==> src/design/tsc_pkg.sv <==
// Package for the time-sync command parser: types, codes and constants.
// No dependencies; used by every module of the block but the RAM, by scoped names.
`default_nettype none

package tsc_pkg;

  // Line store size (one entry is kept spare, as the usable fill is one less)
  localparam int unsigned LINE_BYTES  = 32;
  // Command queue between front and back
  localparam int unsigned QUEUE_DEPTH = 4;

  // Result kinds
  localparam logic [2:0] KIND_CONSUMED = 3'd0;
  localparam logic [2:0] KIND_PASSED   = 3'd1;
  localparam logic [2:0] KIND_UNIX     = 3'd2;
  localparam logic [2:0] KIND_DATETIME = 3'd3;
  localparam logic [2:0] KIND_INVALID  = 3'd4;

  // Request codes travelling from front to back
  typedef enum logic [1:0] {
    OP_CONSUMED = 2'd0,
    OP_PASSED   = 2'd1,
    OP_PARSE    = 2'd2
  } cmd_op_e;

  localparam logic [31:0] UNIX_THRESHOLD = 32'd1000000000;

  // Characters
  localparam logic [7:0] CH_T     = 8'h54;
  localparam logic [7:0] CH_LC_T  = 8'h74;
  localparam logic [7:0] CH_U     = 8'h55;
  localparam logic [7:0] CH_LC_U  = 8'h75;
  localparam logic [7:0] CH_SPACE = 8'h20;
  localparam logic [7:0] CH_EQ    = 8'h3D;
  localparam logic [7:0] CH_DASH  = 8'h2D;
  localparam logic [7:0] CH_COLON = 8'h3A;
  localparam logic [7:0] CH_CR    = 8'h0D;
  localparam logic [7:0] CH_LF    = 8'h0A;
  localparam logic [7:0] CH_ZERO  = 8'h30;
  localparam logic [7:0] CH_NINE  = 8'h39;

  // Date-time pattern: positions 0 to DT_LAST after the leading fill
  localparam logic [4:0] DT_LAST = 5'd18;
  localparam logic [4:0] DT_DONE = 5'd19;

  function automatic logic is_dec(input logic [7:0] c);
    return (c >= CH_ZERO) && (c <= CH_NINE);
  endfunction

  function automatic logic is_fill(input logic [7:0] c);
    return (c == CH_SPACE) || (c == CH_EQ);
  endfunction

endpackage

`default_nettype wire

==> src/design/tsc_ram.sv <==
// Generic single-write, single-read RAM with registered read data.
// No dependencies.
`default_nettype none

module tsc_ram #(
  parameter int unsigned WIDTH = 8,
  parameter int unsigned DEPTH = 32
) (
  input  wire logic                     clk_i,
  input  wire logic                     we_i,
  input  wire logic [$clog2(DEPTH)-1:0] waddr_i,
  input  wire logic [WIDTH-1:0]         wdata_i,
  input  wire logic [$clog2(DEPTH)-1:0] raddr_i,
  output logic      [WIDTH-1:0]         rdata_o
);

  logic [WIDTH-1:0] mem_q [DEPTH];

  always_ff @(posedge clk_i) begin
    if (we_i) begin
      mem_q[waddr_i] <= wdata_i;
    end
    rdata_o <= mem_q[raddr_i];
  end

endmodule

`default_nettype wire

==> src/design/tsc_fifo.sv <==
// Short register queue carrying requests from the front to the back.
// Depends on tsc_pkg for its depth.
`default_nettype none

module tsc_fifo #(
  parameter int unsigned WIDTH = 8
) (
  input  wire logic             clk_i,
  input  wire logic             rst_ni,
  input  wire logic             push_i,
  input  wire logic [WIDTH-1:0] wdata_i,
  output logic                  full_o,
  input  wire logic             pop_i,
  output logic      [WIDTH-1:0] rdata_o,
  output logic                  empty_o
);

  localparam int unsigned Depth = tsc_pkg::QUEUE_DEPTH;
  localparam int unsigned PtrW  = $clog2(Depth);
  localparam int unsigned CntW  = $clog2(Depth + 1);

  logic [WIDTH-1:0] data_q [Depth];
  logic [PtrW-1:0]  wptr_q, rptr_q;
  logic [CntW-1:0]  count_q;
  logic             do_push, do_pop;

  assign full_o  = (count_q == CntW'(Depth));
  assign empty_o = (count_q == '0);
  assign do_push = push_i && !full_o;
  assign do_pop  = pop_i && !empty_o;
  assign rdata_o = data_q[rptr_q];

  always_ff @(posedge clk_i) begin
    if (do_push) begin
      data_q[wptr_q] <= wdata_i;
    end
  end

  always_ff @(posedge clk_i or negedge rst_ni) begin
    if (!rst_ni) begin
      wptr_q  <= '0;
      rptr_q  <= '0;
      count_q <= '0;
    end else begin
      if (do_push) begin
        wptr_q <= (wptr_q == PtrW'(Depth - 1)) ? '0 : wptr_q + 1'b1;
      end
      if (do_pop) begin
        rptr_q <= (rptr_q == PtrW'(Depth - 1)) ? '0 : rptr_q + 1'b1;
      end
      if (do_push && !do_pop) begin
        count_q <= count_q + 1'b1;
      end else if (do_pop && !do_push) begin
        count_q <= count_q - 1'b1;
      end
    end
  end

endmodule

`default_nettype wire

==> src/design/tsc_front.sv <==
// Front end: accepts serial bytes, tracks the open command, fills the line
// store and queues one request per byte. Depends on tsc_pkg.
`default_nettype none

module tsc_front #(
  parameter int unsigned LINE_BYTES = tsc_pkg::LINE_BYTES
) (
  input  wire logic                          clk_i,
  input  wire logic                          rst_ni,
  input  wire logic                          push_i,
  input  wire logic [7:0]                    rx_byte_i,
  output logic                               full_o,
  output logic                               req_push_o,
  output tsc_pkg::cmd_op_e                   req_op_o,
  output logic      [$clog2(LINE_BYTES)-1:0] req_fill_o,
  input  wire logic                          req_full_i,
  input  wire logic                          parse_done_i,
  output logic                               ram_we_o,
  output logic      [$clog2(LINE_BYTES)-1:0] ram_waddr_o,
  output logic      [7:0]                    ram_wdata_o
);

  localparam int unsigned FillW = $clog2(LINE_BYTES);

  logic             active_q, active_d;
  logic [FillW-1:0] fill_q, fill_d;
  logic             pending_q, pending_d;
  logic             accept;
  logic             line_end;

  // the line store may not change while a parse still reads it
  assign full_o   = req_full_i || (pending_q && active_q);
  assign accept   = push_i && !full_o;
  assign line_end = (rx_byte_i == tsc_pkg::CH_CR) || (rx_byte_i == tsc_pkg::CH_LF);

  assign req_push_o  = accept;
  assign req_fill_o  = fill_q;
  assign ram_waddr_o = fill_q;
  assign ram_wdata_o = rx_byte_i;

  always_comb begin
    active_d  = active_q;
    fill_d    = fill_q;
    pending_d = pending_q && !parse_done_i;
    req_op_o  = tsc_pkg::OP_CONSUMED;
    ram_we_o  = 1'b0;
    if (accept) begin
      if (!active_q) begin
        if (rx_byte_i == tsc_pkg::CH_T) begin
          active_d = 1'b1;
          fill_d   = '0;
        end else begin
          req_op_o = tsc_pkg::OP_PASSED;
        end
      end else if (line_end) begin
        req_op_o  = tsc_pkg::OP_PARSE;
        active_d  = 1'b0;
        fill_d    = '0;
        pending_d = 1'b1;
      end else if (fill_q < FillW'(LINE_BYTES - 1)) begin
        ram_we_o = 1'b1;
        fill_d   = fill_q + 1'b1;
      end
    end
  end

  always_ff @(posedge clk_i or negedge rst_ni) begin
    if (!rst_ni) begin
      active_q  <= 1'b0;
      fill_q    <= '0;
      pending_q <= 1'b0;
    end else begin
      active_q  <= active_d;
      fill_q    <= fill_d;
      pending_q <= pending_d;
    end
  end

`ifndef SYNTHESIS
  a_no_write_during_parse: assert property (@(posedge clk_i) disable iff (!rst_ni)
    ram_we_o |-> !pending_q)
    else $error("line store written while a parse is pending");
  a_fill_bound: assert property (@(posedge clk_i) disable iff (!rst_ni)
    fill_q <= FillW'(LINE_BYTES - 1))
    else $error("fill count beyond usable line length");
`endif

endmodule

`default_nettype wire

==> src/design/tsc_back.sv <==
// Back end: takes queued requests, walks the line store for a parse (Unix
// seconds and date-time in one pass) and holds the result. Depends on tsc_pkg.
`default_nettype none

module tsc_back #(
  parameter int unsigned LINE_BYTES = tsc_pkg::LINE_BYTES
) (
  input  wire logic                          clk_i,
  input  wire logic                          rst_ni,
  input  wire logic                          req_empty_i,
  input  wire tsc_pkg::cmd_op_e              req_op_i,
  input  wire logic [$clog2(LINE_BYTES)-1:0] req_fill_i,
  output logic                               req_pop_o,
  output logic                               parse_done_o,
  output logic      [$clog2(LINE_BYTES)-1:0] ram_raddr_o,
  input  wire logic [7:0]                    ram_rdata_i,
  output logic                               empty_o,
  input  wire logic                          pop_i,
  output logic      [2:0]                    kind_o,
  output logic      [31:0]                   epoch_secs_o,
  output logic      [13:0]                   year_o,
  output logic      [3:0]                    month_o,
  output logic      [4:0]                    day_o,
  output logic      [4:0]                    hour_o,
  output logic      [5:0]                    minute_o,
  output logic      [5:0]                    second_o
);

  localparam int unsigned FillW = $clog2(LINE_BYTES);

  typedef enum logic [1:0] {
    S_IDLE,
    S_RUN,
    S_DRAIN,
    S_FINISH
  } state_e;

  typedef enum logic [1:0] {
    U_START,
    U_SKIP,
    U_DIGITS,
    U_DONE
  } unix_phase_e;

  state_e           state_q, state_d;
  logic [FillW-1:0] fill_q, fill_d;
  logic [FillW-1:0] pos_q, pos_d;
  logic             eval_vld_q, eval_vld_d;
  logic             eval_end_q, eval_end_d;

  unix_phase_e      u_phase_q, u_phase_d;
  logic [31:0]      u_val_q, u_val_d;
  logic             u_any_q, u_any_d;

  logic             dt_skip_q, dt_skip_d;
  logic             dt_fail_q, dt_fail_d;
  logic [4:0]       dt_k_q, dt_k_d;
  logic [13:0]      dt_year_q, dt_year_d;
  logic [6:0]       dt_mon_q, dt_mon_d;
  logic [6:0]       dt_day_q, dt_day_d;
  logic [6:0]       dt_hour_q, dt_hour_d;
  logic [6:0]       dt_min_q, dt_min_d;
  logic [6:0]       dt_sec_q, dt_sec_d;

  logic             out_vld_q, out_vld_d;
  logic [2:0]       out_kind_q, out_kind_d;
  logic [31:0]      out_unix_q, out_unix_d;
  logic [13:0]      out_year_q, out_year_d;
  logic [3:0]       out_mon_q, out_mon_d;
  logic [4:0]       out_day_q, out_day_d;
  logic [4:0]       out_hour_q, out_hour_d;
  logic [5:0]       out_min_q, out_min_d;
  logic [5:0]       out_sec_q, out_sec_d;

  logic             out_free;
  logic [7:0]       c;
  logic             c_dec;
  logic [3:0]       c_dig;
  logic [4:0]       k;
  logic             unix_ok;
  logic             dt_ok;

  assign out_free    = !out_vld_q || pop_i;
  assign ram_raddr_o = pos_q;
  assign c           = eval_end_q ? 8'h00 : ram_rdata_i;
  assign c_dec       = tsc_pkg::is_dec(c);
  assign c_dig       = c[3:0];
  assign k           = dt_skip_q ? 5'd0 : dt_k_q;

  assign unix_ok = u_any_q && (u_val_q > tsc_pkg::UNIX_THRESHOLD);
  assign dt_ok   = !dt_fail_q && (dt_k_q == tsc_pkg::DT_DONE) &&
                   (dt_mon_q >= 7'd1) && (dt_mon_q <= 7'd12) &&
                   (dt_day_q >= 7'd1) && (dt_day_q <= 7'd31) &&
                   (dt_hour_q <= 7'd23) && (dt_min_q <= 7'd59) && (dt_sec_q <= 7'd59);

  assign empty_o      = !out_vld_q;
  assign kind_o       = out_kind_q;
  assign epoch_secs_o = out_unix_q;
  assign year_o       = out_year_q;
  assign month_o      = out_mon_q;
  assign day_o        = out_day_q;
  assign hour_o       = out_hour_q;
  assign minute_o     = out_min_q;
  assign second_o     = out_sec_q;

  // per-byte trackers for both parses
  always_comb begin
    u_phase_d = u_phase_q;
    u_val_d   = u_val_q;
    u_any_d   = u_any_q;
    dt_skip_d = dt_skip_q;
    dt_fail_d = dt_fail_q;
    dt_k_d    = dt_k_q;
    dt_year_d = dt_year_q;
    dt_mon_d  = dt_mon_q;
    dt_day_d  = dt_day_q;
    dt_hour_d = dt_hour_q;
    dt_min_d  = dt_min_q;
    dt_sec_d  = dt_sec_q;
    if (eval_vld_q) begin
      case (u_phase_q)
        U_START, U_SKIP: begin
          if (u_phase_q == U_START && (c == tsc_pkg::CH_U || c == tsc_pkg::CH_LC_U)) begin
            u_phase_d = U_SKIP;
          end else if (tsc_pkg::is_fill(c)) begin
            u_phase_d = U_SKIP;
          end else if (c_dec) begin
            u_phase_d = U_DIGITS;
            u_val_d   = {28'd0, c_dig};
            u_any_d   = 1'b1;
          end else begin
            u_phase_d = U_DONE;
          end
        end
        U_DIGITS: begin
          if (c_dec) begin
            u_val_d = 32'({u_val_q, 3'b000} + {u_val_q, 1'b0} + 35'(c_dig));
          end else begin
            u_phase_d = U_DONE;
          end
        end
        default: begin
          u_phase_d = U_DONE;
        end
      endcase

      if (!dt_fail_q && dt_k_q != tsc_pkg::DT_DONE &&
          !(dt_skip_q && tsc_pkg::is_fill(c))) begin
        dt_skip_d = 1'b0;
        dt_k_d    = k + 1'b1;
        case (k)
          5'd0, 5'd1, 5'd2, 5'd3: begin
            dt_fail_d = !c_dec;
            dt_year_d = 14'({dt_year_q, 3'b000} + {dt_year_q, 1'b0} + 17'(c_dig));
          end
          5'd4, 5'd7: begin
            dt_fail_d = (c != tsc_pkg::CH_DASH);
          end
          5'd5, 5'd6: begin
            dt_fail_d = !c_dec;
            dt_mon_d  = 7'({dt_mon_q, 3'b000} + {dt_mon_q, 1'b0} + 10'(c_dig));
          end
          5'd8, 5'd9: begin
            dt_fail_d = !c_dec;
            dt_day_d  = 7'({dt_day_q, 3'b000} + {dt_day_q, 1'b0} + 10'(c_dig));
          end
          5'd10: begin
            dt_fail_d = !(c == tsc_pkg::CH_SPACE || c == tsc_pkg::CH_T ||
                          c == tsc_pkg::CH_LC_T);
          end
          5'd11, 5'd12: begin
            dt_fail_d = !c_dec;
            dt_hour_d = 7'({dt_hour_q, 3'b000} + {dt_hour_q, 1'b0} + 10'(c_dig));
          end
          5'd13, 5'd16: begin
            dt_fail_d = (c != tsc_pkg::CH_COLON);
          end
          5'd14, 5'd15: begin
            dt_fail_d = !c_dec;
            dt_min_d  = 7'({dt_min_q, 3'b000} + {dt_min_q, 1'b0} + 10'(c_dig));
          end
          5'd17, tsc_pkg::DT_LAST: begin
            dt_fail_d = !c_dec;
            dt_sec_d  = 7'({dt_sec_q, 3'b000} + {dt_sec_q, 1'b0} + 10'(c_dig));
          end
          default: begin
            dt_fail_d = 1'b1;
          end
        endcase
      end
    end

    // fresh trackers for a new line
    if (state_q == S_IDLE) begin
      u_phase_d = U_START;
      u_val_d   = '0;
      u_any_d   = 1'b0;
      dt_skip_d = 1'b1;
      dt_fail_d = 1'b0;
      dt_k_d    = '0;
      dt_year_d = '0;
      dt_mon_d  = '0;
      dt_day_d  = '0;
      dt_hour_d = '0;
      dt_min_d  = '0;
      dt_sec_d  = '0;
    end
  end

  // sequencer and result register
  always_comb begin
    state_d      = state_q;
    fill_d       = fill_q;
    pos_d        = pos_q;
    eval_vld_d   = 1'b0;
    eval_end_d   = 1'b0;
    req_pop_o    = 1'b0;
    parse_done_o = 1'b0;
    out_vld_d    = out_vld_q && !pop_i;
    out_kind_d   = out_kind_q;
    out_unix_d   = out_unix_q;
    out_year_d   = out_year_q;
    out_mon_d    = out_mon_q;
    out_day_d    = out_day_q;
    out_hour_d   = out_hour_q;
    out_min_d    = out_min_q;
    out_sec_d    = out_sec_q;
    case (state_q)
      S_IDLE: begin
        if (!req_empty_i) begin
          if (req_op_i == tsc_pkg::OP_PARSE) begin
            req_pop_o = 1'b1;
            fill_d    = req_fill_i;
            pos_d     = '0;
            state_d   = S_RUN;
          end else if (out_free) begin
            req_pop_o  = 1'b1;
            out_vld_d  = 1'b1;
            out_kind_d = (req_op_i == tsc_pkg::OP_PASSED) ? tsc_pkg::KIND_PASSED
                                                          : tsc_pkg::KIND_CONSUMED;
            out_unix_d = '0;
            out_year_d = '0;
            out_mon_d  = '0;
            out_day_d  = '0;
            out_hour_d = '0;
            out_min_d  = '0;
            out_sec_d  = '0;
          end
        end
      end
      S_RUN: begin
        eval_vld_d = 1'b1;
        eval_end_d = (pos_q == fill_q);
        if (pos_q == fill_q) begin
          state_d = S_DRAIN;
        end else begin
          pos_d = pos_q + 1'b1;
        end
      end
      S_DRAIN: begin
        parse_done_o = 1'b1;
        state_d      = S_FINISH;
      end
      S_FINISH: begin
        if (out_free) begin
          out_vld_d  = 1'b1;
          out_unix_d = '0;
          out_year_d = '0;
          out_mon_d  = '0;
          out_day_d  = '0;
          out_hour_d = '0;
          out_min_d  = '0;
          out_sec_d  = '0;
          if (unix_ok) begin
            out_kind_d = tsc_pkg::KIND_UNIX;
            out_unix_d = u_val_q;
          end else if (dt_ok) begin
            out_kind_d = tsc_pkg::KIND_DATETIME;
            out_year_d = dt_year_q;
            out_mon_d  = dt_mon_q[3:0];
            out_day_d  = dt_day_q[4:0];
            out_hour_d = dt_hour_q[4:0];
            out_min_d  = dt_min_q[5:0];
            out_sec_d  = dt_sec_q[5:0];
          end else begin
            out_kind_d = tsc_pkg::KIND_INVALID;
          end
          state_d = S_IDLE;
        end
      end
      default: begin
        state_d = S_IDLE;
      end
    endcase
  end

  always_ff @(posedge clk_i or negedge rst_ni) begin
    if (!rst_ni) begin
      state_q    <= S_IDLE;
      fill_q     <= '0;
      pos_q      <= '0;
      eval_vld_q <= 1'b0;
      eval_end_q <= 1'b0;
      u_phase_q  <= U_START;
      u_val_q    <= '0;
      u_any_q    <= 1'b0;
      dt_skip_q  <= 1'b1;
      dt_fail_q  <= 1'b0;
      dt_k_q     <= '0;
      dt_year_q  <= '0;
      dt_mon_q   <= '0;
      dt_day_q   <= '0;
      dt_hour_q  <= '0;
      dt_min_q   <= '0;
      dt_sec_q   <= '0;
      out_vld_q  <= 1'b0;
      out_kind_q <= tsc_pkg::KIND_CONSUMED;
      out_unix_q <= '0;
      out_year_q <= '0;
      out_mon_q  <= '0;
      out_day_q  <= '0;
      out_hour_q <= '0;
      out_min_q  <= '0;
      out_sec_q  <= '0;
    end else begin
      state_q    <= state_d;
      fill_q     <= fill_d;
      pos_q      <= pos_d;
      eval_vld_q <= eval_vld_d;
      eval_end_q <= eval_end_d;
      u_phase_q  <= u_phase_d;
      u_val_q    <= u_val_d;
      u_any_q    <= u_any_d;
      dt_skip_q  <= dt_skip_d;
      dt_fail_q  <= dt_fail_d;
      dt_k_q     <= dt_k_d;
      dt_year_q  <= dt_year_d;
      dt_mon_q   <= dt_mon_d;
      dt_day_q   <= dt_day_d;
      dt_hour_q  <= dt_hour_d;
      dt_min_q   <= dt_min_d;
      dt_sec_q   <= dt_sec_d;
      out_vld_q  <= out_vld_d;
      out_kind_q <= out_kind_d;
      out_unix_q <= out_unix_d;
      out_year_q <= out_year_d;
      out_mon_q  <= out_mon_d;
      out_day_q  <= out_day_d;
      out_hour_q <= out_hour_d;
      out_min_q  <= out_min_d;
      out_sec_q  <= out_sec_d;
    end
  end

`ifndef SYNTHESIS
  a_unix_zero: assert property (@(posedge clk_i) disable iff (!rst_ni)
    (out_vld_q && out_kind_q != tsc_pkg::KIND_UNIX) |-> (out_unix_q == '0))
    else $error("unix seconds set on a non-unix result");
  a_date_zero: assert property (@(posedge clk_i) disable iff (!rst_ni)
    (out_vld_q && out_kind_q != tsc_pkg::KIND_DATETIME) |->
      (out_year_q == '0 && out_mon_q == '0 && out_day_q == '0 &&
       out_hour_q == '0 && out_min_q == '0 && out_sec_q == '0))
    else $error("date fields set on a non date-time result");
  a_result_held: assert property (@(posedge clk_i) disable iff (!rst_ni)
    (out_vld_q && !pop_i) |=> out_vld_q)
    else $error("waiting result lost");
  a_done_once: assert property (@(posedge clk_i) disable iff (!rst_ni)
    parse_done_o |=> (state_q == S_FINISH && !parse_done_o))
    else $error("parse done not followed by result stage");
`endif

endmodule

`default_nettype wire

==> src/design/time_sync_command_parser_top.sv <==
// Top level of the time-sync command parser: front end, request queue,
// line store RAM and back end. Depends on tsc_pkg and all tsc_ modules.
//
// Usage: serial bytes enter on rx_byte_i through a queue-style port; a byte
// is taken at a clock edge with push high and full low. Every byte gives
// exactly one result, read from a queue-style port: the result is on the
// output fields while empty is low and is taken at an edge with pop high.
// Outside a command, 'T' opens one (consumed), other bytes pass through.
// Inside, bytes are stored (up to LINE_BYTES-1) and CR or LF closes the
// line, giving a Unix-seconds, date-time or invalid result.
// A consumed or passed byte passes the request queue and the output register.
// A line end is walked by the back end reading the line store one byte per
// cycle, then passes the drain and finish states. Throughput is one byte per
// cycle outside a parse while the queue has room; while a parse runs, bytes
// that would extend a newly opened line wait (full high) until the walk is
// over. A four-entry request queue and the output register let the input
// side go on while the receiver stalls; full rises once the queue fills.
// Reset clears command state, the queue and the output; the line store needs
// no clearing, as only positions written by the current command are used.
`default_nettype none

module time_sync_command_parser_top #(
  parameter int unsigned LINE_BYTES = tsc_pkg::LINE_BYTES
) (
  input  wire logic        clk_i,
  input  wire logic        rst_ni,
  input  wire logic        push,
  output logic             full,
  input  wire logic [7:0]  rx_byte_i,
  output logic             empty,
  input  wire logic        pop,
  output logic      [2:0]  kind_o,
  output logic      [31:0] epoch_secs_o,
  output logic      [13:0] year_o,
  output logic      [3:0]  month_o,
  output logic      [4:0]  day_o,
  output logic      [4:0]  hour_o,
  output logic      [5:0]  minute_o,
  output logic      [5:0]  second_o
);

  localparam int unsigned FillW = $clog2(LINE_BYTES);
  localparam int unsigned ReqW  = FillW + 2;

  logic                 req_push, req_full, req_pop, req_empty;
  tsc_pkg::cmd_op_e     req_op_w, req_op_r;
  logic [FillW-1:0]     req_fill_w, req_fill_r;
  logic [ReqW-1:0]      req_rdata;
  logic                 parse_done;
  logic                 ram_we;
  logic [FillW-1:0]     ram_waddr, ram_raddr;
  logic [7:0]           ram_wdata, ram_rdata;

  assign req_op_r   = tsc_pkg::cmd_op_e'(req_rdata[ReqW-1 -: 2]);
  assign req_fill_r = req_rdata[FillW-1:0];

  tsc_front #(
    .LINE_BYTES(LINE_BYTES)
  ) u_front (
    .clk_i       (clk_i),
    .rst_ni      (rst_ni),
    .push_i      (push),
    .rx_byte_i   (rx_byte_i),
    .full_o      (full),
    .req_push_o  (req_push),
    .req_op_o    (req_op_w),
    .req_fill_o  (req_fill_w),
    .req_full_i  (req_full),
    .parse_done_i(parse_done),
    .ram_we_o    (ram_we),
    .ram_waddr_o (ram_waddr),
    .ram_wdata_o (ram_wdata)
  );

  tsc_fifo #(
    .WIDTH(ReqW)
  ) u_fifo (
    .clk_i  (clk_i),
    .rst_ni (rst_ni),
    .push_i (req_push),
    .wdata_i({req_op_w, req_fill_w}),
    .full_o (req_full),
    .pop_i  (req_pop),
    .rdata_o(req_rdata),
    .empty_o(req_empty)
  );

  tsc_ram #(
    .WIDTH(8),
    .DEPTH(LINE_BYTES)
  ) u_line_ram (
    .clk_i  (clk_i),
    .we_i   (ram_we),
    .waddr_i(ram_waddr),
    .wdata_i(ram_wdata),
    .raddr_i(ram_raddr),
    .rdata_o(ram_rdata)
  );

  tsc_back #(
    .LINE_BYTES(LINE_BYTES)
  ) u_back (
    .clk_i         (clk_i),
    .rst_ni        (rst_ni),
    .req_empty_i   (req_empty),
    .req_op_i      (req_op_r),
    .req_fill_i    (req_fill_r),
    .req_pop_o     (req_pop),
    .parse_done_o  (parse_done),
    .ram_raddr_o   (ram_raddr),
    .ram_rdata_i   (ram_rdata),
    .empty_o       (empty),
    .pop_i         (pop),
    .kind_o        (kind_o),
    .epoch_secs_o  (epoch_secs_o),
    .year_o        (year_o),
    .month_o       (month_o),
    .day_o         (day_o),
    .hour_o        (hour_o),
    .minute_o      (minute_o),
    .second_o      (second_o)
  );

endmodule

`default_nettype wire
==> config.mk <==
export PLATFORM = sky130hd
export DESIGN_NAME = time_sync_command_parser_top
export DESIGN_NICKNAME = d
export VERILOG_FILES = /design/src/design/tsc_pkg.sv /design/src/design/tsc_ram.sv /design/src/design/tsc_fifo.sv /design/src/design/tsc_front.sv /design/src/design/tsc_back.sv /design/src/design/time_sync_command_parser_top.sv
export SDC_FILE = /design/constraint.sdc
export NUM_CORES = 1
export LEC_CHECK = 0
export BUFFER_PORTS_ARGS = -buffer_cell sky130_fd_sc_hd__buf_2
export CORE_ASPECT_RATIO = 0.75
export CORE_UTILIZATION = 45
export CTS_CLUSTER_DIAMETER = 200
export DETAILED_ROUTE_END_ITERATION = 7
export GPL_ROUTABILITY_DRIVEN = 0
export GPL_TIMING_DRIVEN = 0
export MAX_ROUTING_LAYER = met4
export PLACE_DENSITY = 0.65
export SYNTH_ARGS = -nofsm -noshare
export SYNTH_HDL_FRONTEND = slang
export SYNTH_SLANG_ARGS = --single-unit
export TNS_END_PERCENT = 50
==> constraint.sdc <==
create_clock -name clk_i -period 3.7 [get_ports clk_i]
set_input_delay 0.74 -clock clk_i [delete_from_list [all_inputs] [get_ports clk_i]]
set_output_delay 0.74 -clock clk_i [all_outputs]
set_load 0.01 [all_outputs]
==> metrics.yaml <==
grt_pass1_vias: 15600
crit_required_ns: 3.95
path_buf_inv: 1
hpwlAfterDp_mm: 39.1
dr.pass1.iters: 5
drc: 0
fp.dieW_um: 267
top_level_ports: 89
ys_types: 85
worstPathMaxFanout: 35
ys_ff_latch: 487
drv_cap: 0
hold_class: "in2async"
fin_skew_ns: 0.0366
grt_max_degree: 119
crit_type: "in2reg"
cts_tree: "built"
slowest_delay_ns: 0.81
cp-end-kind: "register"
syn-cell-area_um2: 23800
layout-drive-gt1-share: 0.172
clock_latency_ns: 0.62
tightest_slew_ns: 1.19
avgSynthCellArea_um2: 12.9
ctsHtreeMaxLevel: 2
initial_utilization: 0.458
nets: 2160
cts_max_path_buffers: 3
crit_chain: "buf_2 -> and3b_1 -> o211ai_1 -> nand2_1 -> nor3_1 -> nand2_1 -> nor2_1"
power.total_w: 0.0169
cts_hold_buffers: 0
synth_seq_area_share: 0.570
final_util: 0.519
final_cell_mix: "284 x edfxtp_1, 215 x nand2_1, 193 x dfrtp_1"
grt_pass1_wl_mm: 89.3
cts_sinks: 487
status: "finished clean"
die_h_um: 201
ys_warn_count: 0
min_period_ns: 3.65
port_buffers: 88
core_um2: 51900
rows: 72
ir_drop_mv: 0.353
syn_nets: 2017
antenna_left: 0
fillers: 4462
reg2reg_depth: 14
wl_per_cell_um: 20.6
antenna_found_initial: 1
layout_commonest_cell: "edfxtp_1"
max_freq_ghz: 0.274
rsz0062_at_grt: "true"
reg2reg_from: "u_back.eval_end_q"
cts.clk_slew.worst_paths_ns: 0.06
worst_ep_arrival_time_ns: 3.90
overflow: 0
place_area_um2: 25100
root_buffer: "clkbuf_16"
via_per_inst: 5.67
cp-start-kind: "input port"
hold_viol_final: 0
yosys_most_used_dff: "edfxtp_1"
r2r_end: "u_back.u_val_q[28]"
async_flop_share: 0.400
cellPowerDensity_nw_per_um2: 627
crit_path_frequent_cell: "nand2_1"
fin_setup_tns_ns: 0
slowest_stage: "nor2_1"
setup_violations: 0
area.growth.synth_to_final_pct: 13.2
drt_wl_total_mm: 56.3
leakage_nw: 10.9
cts_buffers: 49
relSlewSlack: 0.198
gr-usage-all-layers: 0.221
die_area_um2: 53800
drtIter0Drc: 1451
period_share: 0.986
synth_edf_count: 284
final_cell_area_um2: 26900
synth_cells: 1850
reg2reg_slack_ns: 0.22
cp_top_family: "simple AND/OR/NAND/NOR gates"
num_vias: 15500
final_max_slew_viol_count: 0
==> worst max path at each step <==
stage	start	to	slack [ns]	cells after the start
floorplan	u_back.eval_end_q	u_back.u_val_q[28]	0.14	14
global route	rx_byte_i[1]	u_line_ram.mem_q[20][6]	-0.22	7
detailed placement	u_back.eval_end_q	u_back.u_val_q[25]	-0.92	14
CTS	u_back.eval_end_q	u_back.u_val_q[28]	0.02	14
global placement	rst_ni	u_fifo.count_q[0]	-1.47	1
finish	rx_byte_i[1]	u_line_ram.mem_q[20][6]	0.05	7
==> area by class of cell <==
| cell class | instances | area [µm²] | share of cell area |
|---|---|---|---|
| inverters | 57 | 218 | 0.00809 |
| repair buffers | 92 | 500 | 0.0186 |
| well taps | 703 | 880 | 0.0327 |
| plain buffers | 79 | 362 | 0.0134 |
| diodes | 1 | 2.50 | 0.0000929 |
| multi-input cells | 1227 | 9750 | 0.362 |
| clock inverters | 29 | 344 | 0.0128 |
| flip-flops and latches | 487 | 13600 | 0.504 |
| clock buffers | 62 | 1310 | 0.0485 |
==> power by group <==
| part | leakage (nW) | total (W) | internal (W) | switching (W) |
|---|---|---|---|---|
| combinational | 4.86 | 0.00532 | 0.00206 | 0.00327 |
| clock | 0.787 | 0.00510 | 0.00288 | 0.00222 |
| sequential | 5.30 | 0.00645 | 0.00613 | 0.000324 |
| total | 10.9 | 0.0169 | 0.0111 | 0.00581 |
==> routing by layer <==
| metal | routed length [µm] | part of all wire | global-route usage |
|---|---|---|---|
| met1 | 27000 | 0.48 | 0.326 |
| met2 | 24700 | 0.44 | 0.315 |
| met3 | 3530 | 0.063 | 0.0406 |
| met4 | 1090 | 0.019 | 0.0573 |
| met5 | 0 | 0 | - |
==> cell families after synthesis <==
kind of cell / Yosys count / share of synthesized area
AO/OA/AOI/OAI: 322 / 0.0832
XOR/XNOR: 75 / 0.0276
adder cells (fa/ha/maj): 155 / 0.0841
buffers and inverters: 136 / 0.0234
flip-flops: 487 / 0.570
multiplexers: 151 / 0.110
AND/OR/NAND/NOR: 524 / 0.101
==> per-stage QoR <==
step / setup WS, ns / instances / hold slack (ns)
2_1_floorplan: 0.137 / 1850 / 0.444
3_3_place_gp: -1.47 / 2641 / 0.457
3_5_place_dp: -0.915 / 2642 / 0.465
4_1_cts: 0.0242 / 2734 / 0.117
5_1_grt: -0.220 / 2737 / 0.150
6_report: 0.0536 / 2737 / 0.111
==> timing repair <==
item                                    CTS  global route
buffers inserted                          1             2
resized for setup                         9            30
pin swaps                                 0             1
endpoints found under the setup margin   30           271
==> synth_stat cells (all sizes together) (41+ instances only) <==
library cell / instances / area [µm²]
edfxtp: 284 / 8530
nand2: 215 / 807
dfrtp: 194 / 4850
nor2: 164 / 633
ha: 147 / 1840
o21ai: 133 / 666
mux4: 87 / 1960
a21oi: 73 / 365
inv: 57 / 214
mux2i: 47 / 470
clkbuf: 41 / 155
xnor2: 41 / 359
==> sequential cells by signal (all words and copies together) (netlist names), 7 cells and up <==
register and flops:
u_back.epoch_secs_o 32, u_back.u_val_q 32, u_line_ram.mem_q 256, u_back.dt_year_q 14, u_back.dt_hour_q 7, u_fifo.data_q 28, u_back.dt_day_q 7, u_back.dt_sec_q 7
u_back.dt_min_q 7, u_back.year_o 14, u_back.dt_mon_q 7, u_line_ram.rdata_o 8
(Power assumes the default switching activity.)
